===== src/rtl/ptwg_pkg.sv =====
package ptwg_pkg;

  // Number of sine steps before the index wraps; the table itself has eight entries.
  localparam int SINE_ENTRIES = 8;
  localparam int SINE_IW = (SINE_ENTRIES > 1) ? $clog2(SINE_ENTRIES) : 1;

  localparam logic [1:0] OP_SAMPLE = 2'd0;
  localparam logic [1:0] OP_RX     = 2'd1;
  localparam logic [1:0] OP_TICK   = 2'd2;

  localparam logic [7:0] CHAR_SINE   = 8'h73;
  localparam logic [7:0] CHAR_TRI    = 8'h74;
  localparam logic [7:0] CHAR_RAMP   = 8'h72;
  localparam logic [7:0] CHAR_SQUARE = 8'h71;

  // Distance is (897000 - 243*sample) / 16000. The divide by 16000 is a shift
  // by 7 followed by a divide by 125, done as a multiply by ceil(2^20/125).
  localparam int SAMPLE_GAIN = 243;
  localparam int DIST_OFFSET = 897000;
  localparam int PRE_SHIFT   = 7;
  localparam int RECIP       = 8389;
  localparam int RECIP_SHIFT = 20;

  localparam int PER_SQ_GAIN  = 500;
  localparam int PER_SQ_BASE  = 5000;
  localparam int PER_WV_GAIN  = 330;
  localparam int PER_WV_BASE  = 3200;

  localparam logic [7:0] LEVEL_TOP = 8'd15;
  localparam logic [7:0] TRI_UP    = 8'd3;
  localparam logic [7:0] TRI_DOWN  = 8'hFD;
  localparam logic [7:0] RAMP_UP   = 8'd2;
  localparam logic [7:0] RAMP_WRAP = 8'd15;

  typedef struct packed {
    logic              valid;
    logic [1:0]        opcode;
    logic [7:0]        rx_byte;
    logic signed [6:0] distance;
  } item_t;

  function automatic logic [7:0] sine_lookup(input logic [SINE_IW-1:0] idx);
    logic [SINE_IW+2:0] wide;
    logic [2:0]         tidx;
    wide = {3'b000, idx};
    tidx = wide[2:0];
    case (tidx)
      3'd0: sine_lookup = 8'd8;
      3'd1: sine_lookup = 8'd13;
      3'd2: sine_lookup = 8'd15;
      3'd3: sine_lookup = 8'd13;
      3'd4: sine_lookup = 8'd8;
      3'd5: sine_lookup = 8'd2;
      3'd6: sine_lookup = 8'd0;
      3'd7: sine_lookup = 8'd2;
      default: sine_lookup = 8'd0;
    endcase
  endfunction

endpackage


===== src/rtl/ptwg_dist.sv =====
module ptwg_dist (
  input  logic          clk,
  input  logic          rst,
  input  logic          advance,
  input  logic          item_valid,
  input  logic [1:0]    opcode,
  input  logic [11:0]   sample,
  input  logic [7:0]    rx_byte,
  output ptwg_pkg::item_t item
);
  import ptwg_pkg::*;

  // First stage: scaled sample.
  logic        v1;
  logic [1:0]  op1;
  logic [7:0]  byte1;
  logic [19:0] prod1;

  // Second stage: signed distance.
  logic signed [20:0] num;
  logic               neg;
  logic [19:0]        mag;
  logic [12:0]        x;
  logic [26:0]        qprod;
  logic [5:0]         q;
  logic signed [6:0]  dist_cm;

  always_ff @(posedge clk) begin
    if (rst) begin
      v1 <= 1'b0;
      item.valid <= 1'b0;
    end else if (advance) begin
      v1 <= item_valid;
      item.valid <= v1;
    end
  end

  always_ff @(posedge clk) begin
    if (advance) begin
      op1   <= opcode;
      byte1 <= rx_byte;
      prod1 <= 20'(sample) * 20'(SAMPLE_GAIN);
      item.opcode   <= op1;
      item.rx_byte  <= byte1;
      item.distance <= dist_cm;
    end
  end

  always_comb begin
    num     = 21'(DIST_OFFSET) - $signed({1'b0, prod1});
    neg     = num[20];
    mag     = neg ? 20'(-num) : num[19:0];
    x       = mag[19:PRE_SHIFT];
    qprod   = 27'(x) * 27'(RECIP);
    q       = qprod[RECIP_SHIFT +: 6];
    dist_cm = neg ? -$signed({1'b0, q}) : $signed({1'b0, q});
  end

endmodule


===== src/rtl/ptwg_core.sv =====
module ptwg_core (
  input  logic            clk,
  input  logic            rst,
  input  ptwg_pkg::item_t item,
  input  logic            result_stall,
  output logic            advance,
  output logic            result_valid,
  output logic [7:0]      level,
  output logic [14:0]     period,
  output logic signed [6:0] distance,
  output logic            echo_valid,
  output logic [7:0]      echo_byte,
  output logic [7:0]      wave_select
);
  import ptwg_pkg::*;

  logic [7:0]          step_amount;
  logic [SINE_IW-1:0]  sine_idx;
  logic [14:0]         tick_count;

  logic [7:0]          level_next;
  logic [7:0]          step_next;
  logic [SINE_IW-1:0]  sine_next;
  logic [7:0]          wave_next;
  logic [14:0]         period_next;
  logic [14:0]         tick_next;
  logic signed [6:0]   distance_next;
  logic                echo_valid_next;
  logic [7:0]          echo_byte_next;
  logic [5:0]          dmag;

  assign advance = !result_valid || !result_stall;

  always_comb begin
    level_next      = level;
    step_next       = step_amount;
    sine_next       = sine_idx;
    wave_next       = wave_select;
    period_next     = period;
    tick_next       = tick_count;
    distance_next   = distance;
    echo_valid_next = 1'b0;
    echo_byte_next  = 8'd0;
    dmag            = item.distance[5:0];
    case (item.opcode)
      OP_SAMPLE: begin
        distance_next = item.distance;
        if (item.distance >= 7'sd10 && item.distance <= 7'sd40) begin
          if (wave_select == CHAR_SQUARE) begin
            period_next = 15'(dmag) * 15'(PER_SQ_GAIN) + 15'(PER_SQ_BASE);
          end else begin
            period_next = 15'(dmag) * 15'(PER_WV_GAIN) - 15'(PER_WV_BASE);
          end
        end else if (item.distance > 7'sd50) begin
          period_next = 15'd0;
          level_next  = 8'd0;
        end
      end
      OP_RX: begin
        echo_valid_next = 1'b1;
        echo_byte_next  = item.rx_byte;
        wave_next       = item.rx_byte;
      end
      OP_TICK: begin
        if (period != 15'd0) begin
          tick_next = (tick_count >= period) ? 15'd0 : tick_count + 15'd1;
          if (tick_next == period) begin
            if (wave_select == CHAR_SINE) begin
              level_next = sine_lookup(sine_idx);
              sine_next  = (sine_idx == SINE_IW'(SINE_ENTRIES - 1)) ? '0 : sine_idx + 1'b1;
            end else if (wave_select == CHAR_TRI) begin
              if (level == 8'd0) begin
                step_next = TRI_UP;
              end else if (level == LEVEL_TOP) begin
                step_next = TRI_DOWN;
              end
              level_next = level + step_next;
            end else if (wave_select == CHAR_RAMP) begin
              if (level == 8'd0) begin
                step_next  = RAMP_UP;
                level_next = 8'd1;
              end else if (level == LEVEL_TOP) begin
                step_next  = RAMP_WRAP;
                level_next = 8'd0;
              end else begin
                level_next = level + step_amount;
              end
            end else begin
              level_next = (level == 8'd0) ? LEVEL_TOP : 8'd0;
            end
          end
        end
      end
      default: begin
      end
    endcase
  end

  always_ff @(posedge clk) begin
    if (rst) begin
      result_valid <= 1'b0;
      level        <= 8'd0;
      step_amount  <= 8'd0;
      sine_idx     <= '0;
      wave_select  <= CHAR_SQUARE;
      period       <= 15'd0;
      tick_count   <= 15'd0;
      distance     <= 7'sd0;
      echo_valid   <= 1'b0;
      echo_byte    <= 8'd0;
    end else if (advance) begin
      result_valid <= item.valid;
      echo_valid   <= 1'b0;
      echo_byte    <= 8'd0;
      if (item.valid) begin
        level       <= level_next;
        step_amount <= step_next;
        sine_idx    <= sine_next;
        wave_select <= wave_next;
        period      <= period_next;
        tick_count  <= tick_next;
        distance    <= distance_next;
        echo_valid  <= echo_valid_next;
        echo_byte   <= echo_byte_next;
      end
    end
  end

`ifndef SYNTHESIS
  a_echo_has_beat: assert property (@(posedge clk) disable iff (rst)
    echo_valid |-> result_valid) else $error("echo flag without a result beat");

  a_echo_sets_wave: assert property (@(posedge clk) disable iff (rst)
    echo_valid |-> wave_select == echo_byte) else $error("echoed byte not selected");

  a_sine_range: assert property (@(posedge clk) disable iff (rst)
    sine_idx <= SINE_IW'(SINE_ENTRIES - 1)) else $error("sine index out of range");

  a_hold_on_stall: assert property (@(posedge clk) disable iff (rst)
    !advance |=> $stable(level) && $stable(period) && $stable(wave_select))
    else $error("state changed while result stalled");
`endif

endmodule


===== src/rtl/proximity_tone_waveform_generator.sv =====
// Proximity tone waveform generator.
// The input channel (item_valid / item_stall) carries one event per beat:
// opcode 0 is a 12-bit distance-sensor sample, opcode 1 is a received serial
// byte that selects the waveform, opcode 2 is one tick of the tone timer.
// The result channel (result_valid / result_stall) returns exactly one beat
// per input beat, in order: level, period, distance, the echo of a received
// byte, and the selected waveform character, all as they stand after the
// event.
// The sample is scaled on its way into the first register, the distance in
// cm is formed with a reciprocal multiply on its way into the second, and
// the tone state is updated into the result register. One beat is accepted
// every cycle while the receiver does not stall; the state update is the
// only stage with feedback and it is computed ahead of the result register.
// When the receiver stalls while a result is held, the whole pipeline
// freezes and item_stall is raised in the same cycle; nothing is dropped.
// Synchronous reset empties the pipeline, stops the timer (period 0), zeroes
// the level and distance, and selects the square wave.
module proximity_tone_waveform_generator (
  input  logic              clk,
  input  logic              rst,
  input  logic              item_valid,
  output logic              item_stall,
  input  logic [1:0]        opcode,
  input  logic [11:0]       sample,
  input  logic [7:0]        rx_byte,
  output logic              result_valid,
  input  logic              result_stall,
  output logic [7:0]        level,
  output logic [14:0]       period,
  output logic signed [6:0] distance,
  output logic              echo_valid,
  output logic [7:0]        echo_byte,
  output logic [7:0]        wave_select
);
  import ptwg_pkg::*;

  // Pipeline advance: every stage moves when the result register is free.
  logic  advance;
  item_t item;

  assign item_stall = !advance;

  // Sample scaling and distance division.
  ptwg_dist u_dist (
    .clk        (clk),
    .rst        (rst),
    .advance    (advance),
    .item_valid (item_valid),
    .opcode     (opcode),
    .sample     (sample),
    .rx_byte    (rx_byte),
    .item       (item)
  );

  // Tone state, waveform stepping and the result register.
  ptwg_core u_core (
    .clk          (clk),
    .rst          (rst),
    .item         (item),
    .result_stall (result_stall),
    .advance      (advance),
    .result_valid (result_valid),
    .level        (level),
    .period       (period),
    .distance     (distance),
    .echo_valid   (echo_valid),
    .echo_byte    (echo_byte),
    .wave_select  (wave_select)
  );

endmodule


===== config.mk =====
export PLATFORM = sky130hd
export DESIGN_NAME = proximity_tone_waveform_generator
export DESIGN_NICKNAME = d
export VERILOG_FILES = /design/src/rtl/ptwg_pkg.sv /design/src/rtl/ptwg_dist.sv /design/src/rtl/ptwg_core.sv /design/src/rtl/proximity_tone_waveform_generator.sv
export SDC_FILE = /design/constraint.sdc
export NUM_CORES = 1
export LEC_CHECK = 0
export ABC_AREA = 1
export BUFFER_PORTS_ARGS = -buffer_cell sky130_fd_sc_hd__clkbuf_2
export CAP_MARGIN = 40
export CORE_MARGIN = 1
export CORE_UTILIZATION = 49
export CTS_CLUSTER_SIZE = 40
export DETAILED_ROUTE_END_ITERATION = 8
export GPL_TIMING_DRIVEN = 0
export HOLD_SLACK_MARGIN = 0.1
export PLACE_DENSITY = 0.66
export SLEW_MARGIN = 20
export SYNTH_ARGS = -nofsm -noshare
export SYNTH_HDL_FRONTEND = slang
export SYNTH_SLANG_ARGS = --single-unit

===== constraint.sdc =====
create_clock -name clk -period 14.18 [get_ports clk]
set_input_delay 2.836 -clock clk [delete_from_list [all_inputs] [get_ports clk]]
set_output_delay 2.836 -clock clk [all_outputs]
set_load 0.005 [all_outputs]

After elaboration in Yosys (flattened, before gate mapping)
Memory sizes are Yosys's and may differ from the RTL's. A register that Yosys moved wholly into a read port is not among the register bits. Cells that the tools add are included.

Bits of input ports: 26. Memories kept: 1. Register bits: 123. Memory bits (read-only): 32. Word-level logic and storage cells: 105.

Equality and inequality tests: 13. Add/subtract/negate cells: 9. Bitwise gates (word level): 1. Reduce and logical (&&, ||, !) cells: 19. Multiplexer cells: 35. $mul: 4. Magnitude comparators: 4.

Memory list: (name not given) (depth 8, width 4, rd ports 1, clocked after memory_dff 1, write ports 0, RTL line ptwg_pkg.sv:47) `case (tidx)`.

Operator list (count): 8-bit 2-to-1 mux (22); 15-bit 2-to-1 mux (4); 8-bit by 7-bit equality test with 1-bit output (second input constant) (4); 13-bit by 14-bit multiplier with 26-bit output (second input constant) (1); 20-bit by 20-bit subtractor with 21-bit output (first input constant) (1); 12-bit by 8-bit multiplier with 20-bit output (second input constant) (1); 20-bit 2-to-1 mux (1); 20-bit negation (1); 8-bit adder (2); 8-bit one-hot mux with 2 select lines (1); 15-bit by 1-bit adder with 15-bit output (second input constant) (1); 15-bit by 13-bit adder with 15-bit output (second input constant) (1); 15-bit equality test (1); 15-bit greater-or-equal comparator (1); 15-bit nonzero test (1); 15-bit by 12-bit subtractor with 15-bit output (second input constant) (1); 6-bit by 8-bit multiplier with 14-bit output (second input constant) (1); 6-bit by 7-bit multiplier with 13-bit output (second input constant) (1); 3-bit 2-to-1 mux (3); 8-bit by 4-bit equality test with 1-bit output (second input constant) (1); 8-bit logical NOT (1); 4-bit AND reduction (2); 8-bit AND reduction (1); 7-bit by 5-bit greater-or-equal comparator with 1-bit output (second input constant) (1); 22 further kinds (30).

Depth between registers and ports, before layout
Gate-level depths: netlist of run 1.

Depth after elaboration: 14. Depth in mapped cells: 41. Gate-level depth less buffers: 41.

By module
From an unflattened synthesis of run 1, not the netlist that was laid out.

Cells, all modules: 1704. Area, all modules: 13411.6 um^2.

By module, submodules not included: ptwg_core (area each 6846.6 um^2, instances 1, cells an instance 1001, seq. area each 1521.5 um^2); ptwg_dist (area each 6561.3 um^2, instances 1, cells an instance 702, seq. area each 1451.4 um^2); proximity_tone_waveform_generator (area each 3.8 um^2, instances 1, cells an instance 1, seq. area each 0.0 um^2).

Worst setup path after synthesis of run 1
No wires, ideal clock.

Path kind: input-to-output. Start point: input port result_stall. End point: output port item_stall. Cell stages on the path: 3. Path slack: 6959 ps. Arrival time: 4385 ps. Buffers on the path: 1. Path through: nand2_1 inv_1 clkbuf_1.

Cells in the longest elaborated chain, start to end: 3.

Ends and longest elaborated chain: from (decl) (RTL line proximity_tone_waveform_generator.sv:27) `input logic result_stall,`; 1-bit logical NOT (RTL line ptwg_core.sv:32) `assign advance = !result_valid || !result_stall;`; 1-bit logical OR (RTL line ptwg_core.sv:32); 1-bit logical NOT (RTL line proximity_tone_waveform_generator.sv:41) `assign item_stall = !advance;`; to (decl) (RTL line proximity_tone_waveform_generator.sv:22) `output logic item_stall,`.

Every way passes these cells.

Worst setup path in the final report of run 1
Same ends and word-level chain as after synthesis.

==> flow_metrics.py, run 1 <==
metrics = {
    "timing": {
        "slew_viol_final": 0,
        "hold_violations": 0,
        "tns_ns": 0,
        "fin_crit_sh_pct": 49.7,
        "rsz0062_at_grt": "false",
        "relSlewSlack_pct": 48.9,
        "worst_pin_slew_ns": 0.767,
        "setup_viol": 0,
        "max_freq_mhz": 142,
        "fin_crit_ns": 7.05,
        "skew_ns": 0.0138,
    },
    "clock_network": {
        "cts_resized": 0,
        "root_buffer": "clkbuf_16",
        "cts_buffers": 17,
        "ctsHoldBuffers": 0,
        "cts_tree": "done",
        "cts_setup_buffers": 0,
        "cts-htree-levels": 4,
        "insertion_delay_ns": 0.42,
        "clkTransAtPathRegs_ns": 0.06,
        "max-clock-path-buffers": 2,
        "cts.sinks": 125,
    },
    "floorplan": {
        "boundaryPins": 75,
        "core_area_um2": 26200,
        "die_y_um": 166,
        "die_w_um": 166,
        "start_util_pct": 50.2,
        "die_area_um2": 27500,
        "row_count": 59,
    },
    "critical_path": {
        "endpoint_kind": "output pin",
        "cp.required_ns": 11.34,
        "crit_chain": "clkbuf_2 > nand2_4 > inv_1 > clkbuf_1 > clkbuf_2",
        "worst-path-buf-inv": 4,
        "crit_slowest_cell": "clkbuf_1",
        "criticalPathCategory": "input port to output pin",
        "max_stage_delay_ns": 0.41,
        "cpMostUsedCell": "clkbuf_2",
        "critPathLaunchType": "input port",
        "critPathTopFamily": "buffers and inverters",
        "crit_arrival_ns": 4.21,
        "cp_max_fo": 50,
    },
    "routing": {
        "drtIter0Drc": 684,
        "drc": 6,
        "dr.pass1.iters": 9,
        "antenna_left": 0,
        "via_per_inst": 5.23,
        "routedWlPerCell_um": 14.2,
        "vias": 11100,
        "routed_wl_um": 30200,
    },
    "layout": {
        "drive_gt1_share_pct": 8.72,
        "n_fill_cell": 2473,
        "antenna_cells": 0,
        "area_growth_pct": 10.5,
        "instances_no_fill": 2124,
        "nNetsFinal": 2090,
    },
    "synthesis": {
        "synth-main-ff-cell": "dfxtp_1",
        "yosysSeqAreaShare_pct": 22.6,
        "yosysUniqueCellTypes": 56,
        "synth_nets": 1998,
        "synth_edf_count": 47,
        "async_reset_ff_share_pct": 0,
        "synthesis.area_um2": 13100,
        "ys_ff_latch": 125,
        "synth_cells": 1684,
        "syn_area_per_cell_um2": 7.81,
        "yosysWarnings": 0,
    },
    "global_route": {
        "gr-usage-all-layers_pct": 22.8,
        "grt_pass1_vias": 10800,
        "antenna_found_initial": 0,
        "grt_first_pass_wirelength_um": 51300,
        "grt-ovfl-total": 0,
        "grt_max_degree": 51,
    },
    "place": {
        "place_congestion": 0.948,
        "io_buffer_count": 72,
        "dp_hpwl_um": 24900,
        "place_inst": 2092,
    },
    "outcome": {
        "status": "finished, violations left",
        "violations": "design-rule violations",
    },
    "worst_hold_path": {
        "worstHoldPathType": "flop to flop",
    },
    "run": {
        "maxCapViolations": 0,
    },
}
Yosys cell counts, types with 2 or more instances:
cell type	instances	area [µm²]
clkbuf_1	16	60.1
inv_1	297	1110
nor3_2	2	20.0
o31ai_1	5	37.5
o221ai_1	2	17.5
ha_1	214	2680
nor3_1	17	85.1
nor2_1	153	574
o21ai_0	70	350
a211oi_1	3	22.5
buf_4	2	15.0
xor2_1	60	526
o21a_1	2	15.0
inv_2	7	26.3
a21o_1	3	22.5
o211ai_1	9	67.6
buf_2	2	10.0
dfxtp_1	78	1560
a221oi_1	2	17.5
nor4_1	13	81.3
nor2_4	2	22.5
o21ai_1	13	65.1
and2_1	5	31.3
fa_1	74	1480
nand2_4	2	22.5
a211oi_2	3	37.5
and3_1	4	25.0
nand3_1	61	305
a31oi_1	4	25.0
nand3_2	7	70.1
nand2_2	3	18.8
or2_2	9	56.3
nor2_2	6	37.5
o21bai_1	6	45.0
nand4_1	18	113
edfxtp_1	47	1410
o22ai_1	4	25.0
xnor2_1	15	131
clkinv_1	5	18.8
a21oi_1	141	706
nand2_1	283	1060
worst reg2reg max path, delay by kind of cell (launching register included):
kind,cells,cell delay (ns)
buffers and inverters,8,0.53
xor gates and xnor gates,3,1.09
AOI/OAI and AO/OA,2,0.54
DFF,1,0.40
and+or+nand+nor,15,1.40
adders and majority gates,8,2.71
registers in the layout, summed over array words and instances, names as in the netlist, named ones only:
name and flops:
u_core.distance 7, u_core.echo_byte 8, u_core.echo_valid 1, u_core.level 8, u_core.period 14, u_core.result_valid 1
u_core.sine_idx 3, u_core.step_amount 8, u_core.tick_count 15, u_core.wave_select 8, u_dist.byte1 8, u_dist.item 18
u_dist.op1 2, u_dist.prod1 20, u_dist.v1 1
path summary, 6_finish.rpt:
kind,start,end,slack (ns),cells after the start
worst min register to register,u_dist.byte1[1],u_dist.item[8],0.42,0
worst max-delay path,result_stall,item_stall,7.13,5
worst min-delay path,u_dist.byte1[1],u_dist.item[8],0.42,0
worst max register to register,u_dist.prod1[0],u_dist.item[4],7.23,36
layer usage:
| layer | global-route usage, % | routed length [µm] | vias up |
|---|---|---|---|
| li1 | - | - | 5685 |
| met4 | 5.57 | 382 | 0 |
| met5 | 0 | 0 | - |
| met3 | 2.34 | 996 | 26 |
| met1 | 29.2 | 13700 | 5179 |
| met2 | 41.0 | 15100 | 208 |
through the flow:
step	hold WS, ns	cell area [µm²]	setup slack (ns)	util (%)
6_report	0.418	14500	7.13	55.4
3_3_place_gp	0.401	13900	5.99	53.1
4_1_cts	0.417	14500	7.08	55.4
2_1_floorplan	0.400	13100	6.96	-
5_1_grt	0.421	14500	6.63	55.4
3_5_place_dp	0.405	13900	6.71	53.2
cells in the final DEF, fill, tap and decap left out, types with 6 or more instances in the layout:
master     netlist  routed
ha_1           214     214
inv_1          297     297
nor4_1          13      13
inv_6            0       7
edfxtp_1        47      47
o21ai_0         70      70
o211ai_1         9       9
xnor2_1         15      15
clkbuf_2         0      72
xor2_1          60      60
nand4_1         18      18
nand3_1         61      61
dfxtp_1         78      78
clkbuf_1        16      16
nand2_1        283     282
inv_2            7       7
o21ai_1         13      13
fa_1            74      74
clkbuf_16        0      17
nor3_1          17      17
o21bai_1         6       6
or2_2            9       9
a21oi_1        141     141
nor2_2           6       6
nand3_2          7       7
nor2_1         153     153
cell families after synthesis:
kind of cell    after synthesis  synth area share, %
flops                       125                 22.6
fa+ha+maj                   288                 31.6
compound gates              273                 11.4
simple gates                590                 19.6
other cells                   1               0.0285
xor+xnor                     75                 5.00
buf+inv                     332                 9.71
final cells by class:
cell class	count	area (µm²)	area share [%]
Sequential cell	125	2970	20.5
Buffer	22	108	0.741
Clock inverter	14	144	0.990
Multi-Input combinational cell	1227	8900	61.3
Clock buffer	18	439	3.02
Tap cell	335	419	2.89
Inverter	310	1170	8.04
Timing Repair Buffer	73	372	2.56
Power of run 1 is not shown: default switching activity piles up to over one toggle a cycle in this logic, so the estimate is an artifact.
==> run 2: changes to the inputs <==
==> constraint.sdc (replaced) <==
create_clock -name clk -period 7.3 [get_ports clk]
set_input_delay 1.46 -clock clk [delete_from_list [all_inputs] [get_ports clk]]
set_output_delay 1.46 -clock clk [all_outputs]
set_load 0.005 [all_outputs]
==> flow_metrics.py, run 2 (synthesis gave the netlist of run 1 again) <==
metrics = {
    "critical_path": {
        "critPathLaunchType": "flop",
        "crit_slowest_cell": "fa_1",
        "cpMostUsedCell": "inv_1",
        "cp_max_fo": 5,
        "cp.required_ns": 7.46,
        "endpoint_kind": "flop",
        "criticalPathCategory": "flop to flop",
        "max_stage_delay_ns": 0.53,
        "crit_arrival_ns": 6.98,
    },
    "timing": {
        "tns_ns": 0,
        "relSlewSlack_pct": 50.2,
        "hold_violations": 0,
        "worst_pin_slew_ns": 0.747,
        "skew_ns": 0.0147,
        "fin_crit_ns": 6.82,
        "slew_viol_final": 0,
        "max_freq_mhz": 147,
        "fin_crit_sh_pct": 93.4,
        "setup_viol": 0,
    },
    "outcome": {
        "violations": "design-rule violations",
        "status": "finished, violations left",
    },
    "clock_network": {
        "max-clock-path-buffers": 2,
        "root_buffer": "clkbuf_16",
        "insertion_delay_ns": 0.42,
        "cts-htree-levels": 4,
        "cts_tree": "done",
        "cts.sinks": 125,
        "cts_buffers": 17,
        "cts_resized": 0,
        "cts_setup_buffers": 0,
        "ctsHoldBuffers": 0,
        "clkTransAtPathRegs_ns": 0.06,
    },
    "global_route": {
        "grt_pass1_vias": 10800,
        "grt_first_pass_wirelength_um": 51300,
        "grt_max_degree": 51,
        "antenna_found_initial": 0,
        "gr-usage-all-layers_pct": 22.8,
        "grt-ovfl-total": 0,
    },
    "routing": {
        "drc": 6,
        "routedWlPerCell_um": 14.3,
        "routed_wl_um": 30300,
        "drtIter0Drc": 666,
        "antenna_left": 0,
        "dr.pass1.iters": 9,
        "vias": 11100,
        "via_per_inst": 5.23,
    },
    "run": {
        "maxCapViolations": 0,
    },
    "floorplan": {
        "boundaryPins": 75,
        "start_util_pct": 50.2,
        "die_y_um": 166,
        "die_w_um": 166,
        "die_area_um2": 27500,
        "core_area_um2": 26200,
        "row_count": 59,
    },
    "layout": {
        "multi_input_area_um2": 8940,
        "mostFrequentLayoutCell": "inv_1",
        "nNetsFinal": 2090,
        "largest_reg_flops": 20,
        "area_growth_pct": 10.8,
        "ff_latch_area_um2": 2970,
        "layout_common_cells": "inv_1 (296), nand2_1 (281), ha_1 (214)",
        "n_fill_cell": 2467,
        "reg.largest.list": "u_dist.prod1 x20, u_dist.item x18, u_core.tick_count x15",
        "final_area_um2": 14600,
        "antenna_cells": 0,
        "regMostFlops": "u_dist.prod1",
        "drive_gt1_share_pct": 9.11,
        "utilization_pct": 55.6,
    },
    "worst_hold_path": {
        "worstHoldPathType": "flop to flop",
    },
    "place": {
        "io_buffer_count": 72,
        "dp_hpwl_um": 24900,
        "place_congestion": 0.948,
        "placed_cell_area_um2": 13900,
    },
}
[run 2: per-stage QoR]
step	std cells	hold slack [ns]	setup WS (ns)
after floorplan	1684	0.400	1.27
after global routing	2124	0.421	-0.00234
after CTS	2124	0.417	0.329
final	2124	0.417	0.481
after detailed placement	2092	0.405	0.348
after global placement	2091	0.401	0.555
[run 2: final cells by class]
cell class              count  share of cell area [%]
multi-input cells        1227                    61.4
flip-flops and latches    125                    20.4
inverters                 310                    8.02
clock buffers              18                    3.01
well taps                 335                    2.88
repair buffers             73                    2.55
clock inverters            14                   0.988
plain buffers              22                   0.739
[run 2: layer usage]
metal / vias up / GRT usage (%) / routed length [µm]
li1: 5678 / - / -
met1: 5213 / 29.2 / 13700
met2: 196 / 41.0 / 15200
met3: 25 / 2.34 / 984
met4: 0 / 5.57 / 380
met5: - / 0 / 0
[run 2: worst paths after layout]
path              startpoint              to  slack, ns  cells after the start
max reg2reg  u_dist.prod1[0]  u_dist.item[6]       0.48                     35
min          u_dist.byte1[1]  u_dist.item[8]       0.42                      0
min reg2reg  u_dist.byte1[1]  u_dist.item[8]       0.42                      0
max          u_dist.prod1[0]  u_dist.item[6]       0.48                     35
[run 2: worst max-delay path, delay by kind of cell, from the launching register on]
family	cells	cell delay (ns)
simple gates	14	1.54
buf+inv	8	0.54
xor+xnor	3	0.84
fa+ha+maj	8	2.63
compound gates	2	0.62
flops	1	0.40
Power of run 2 is left out for the same reason.
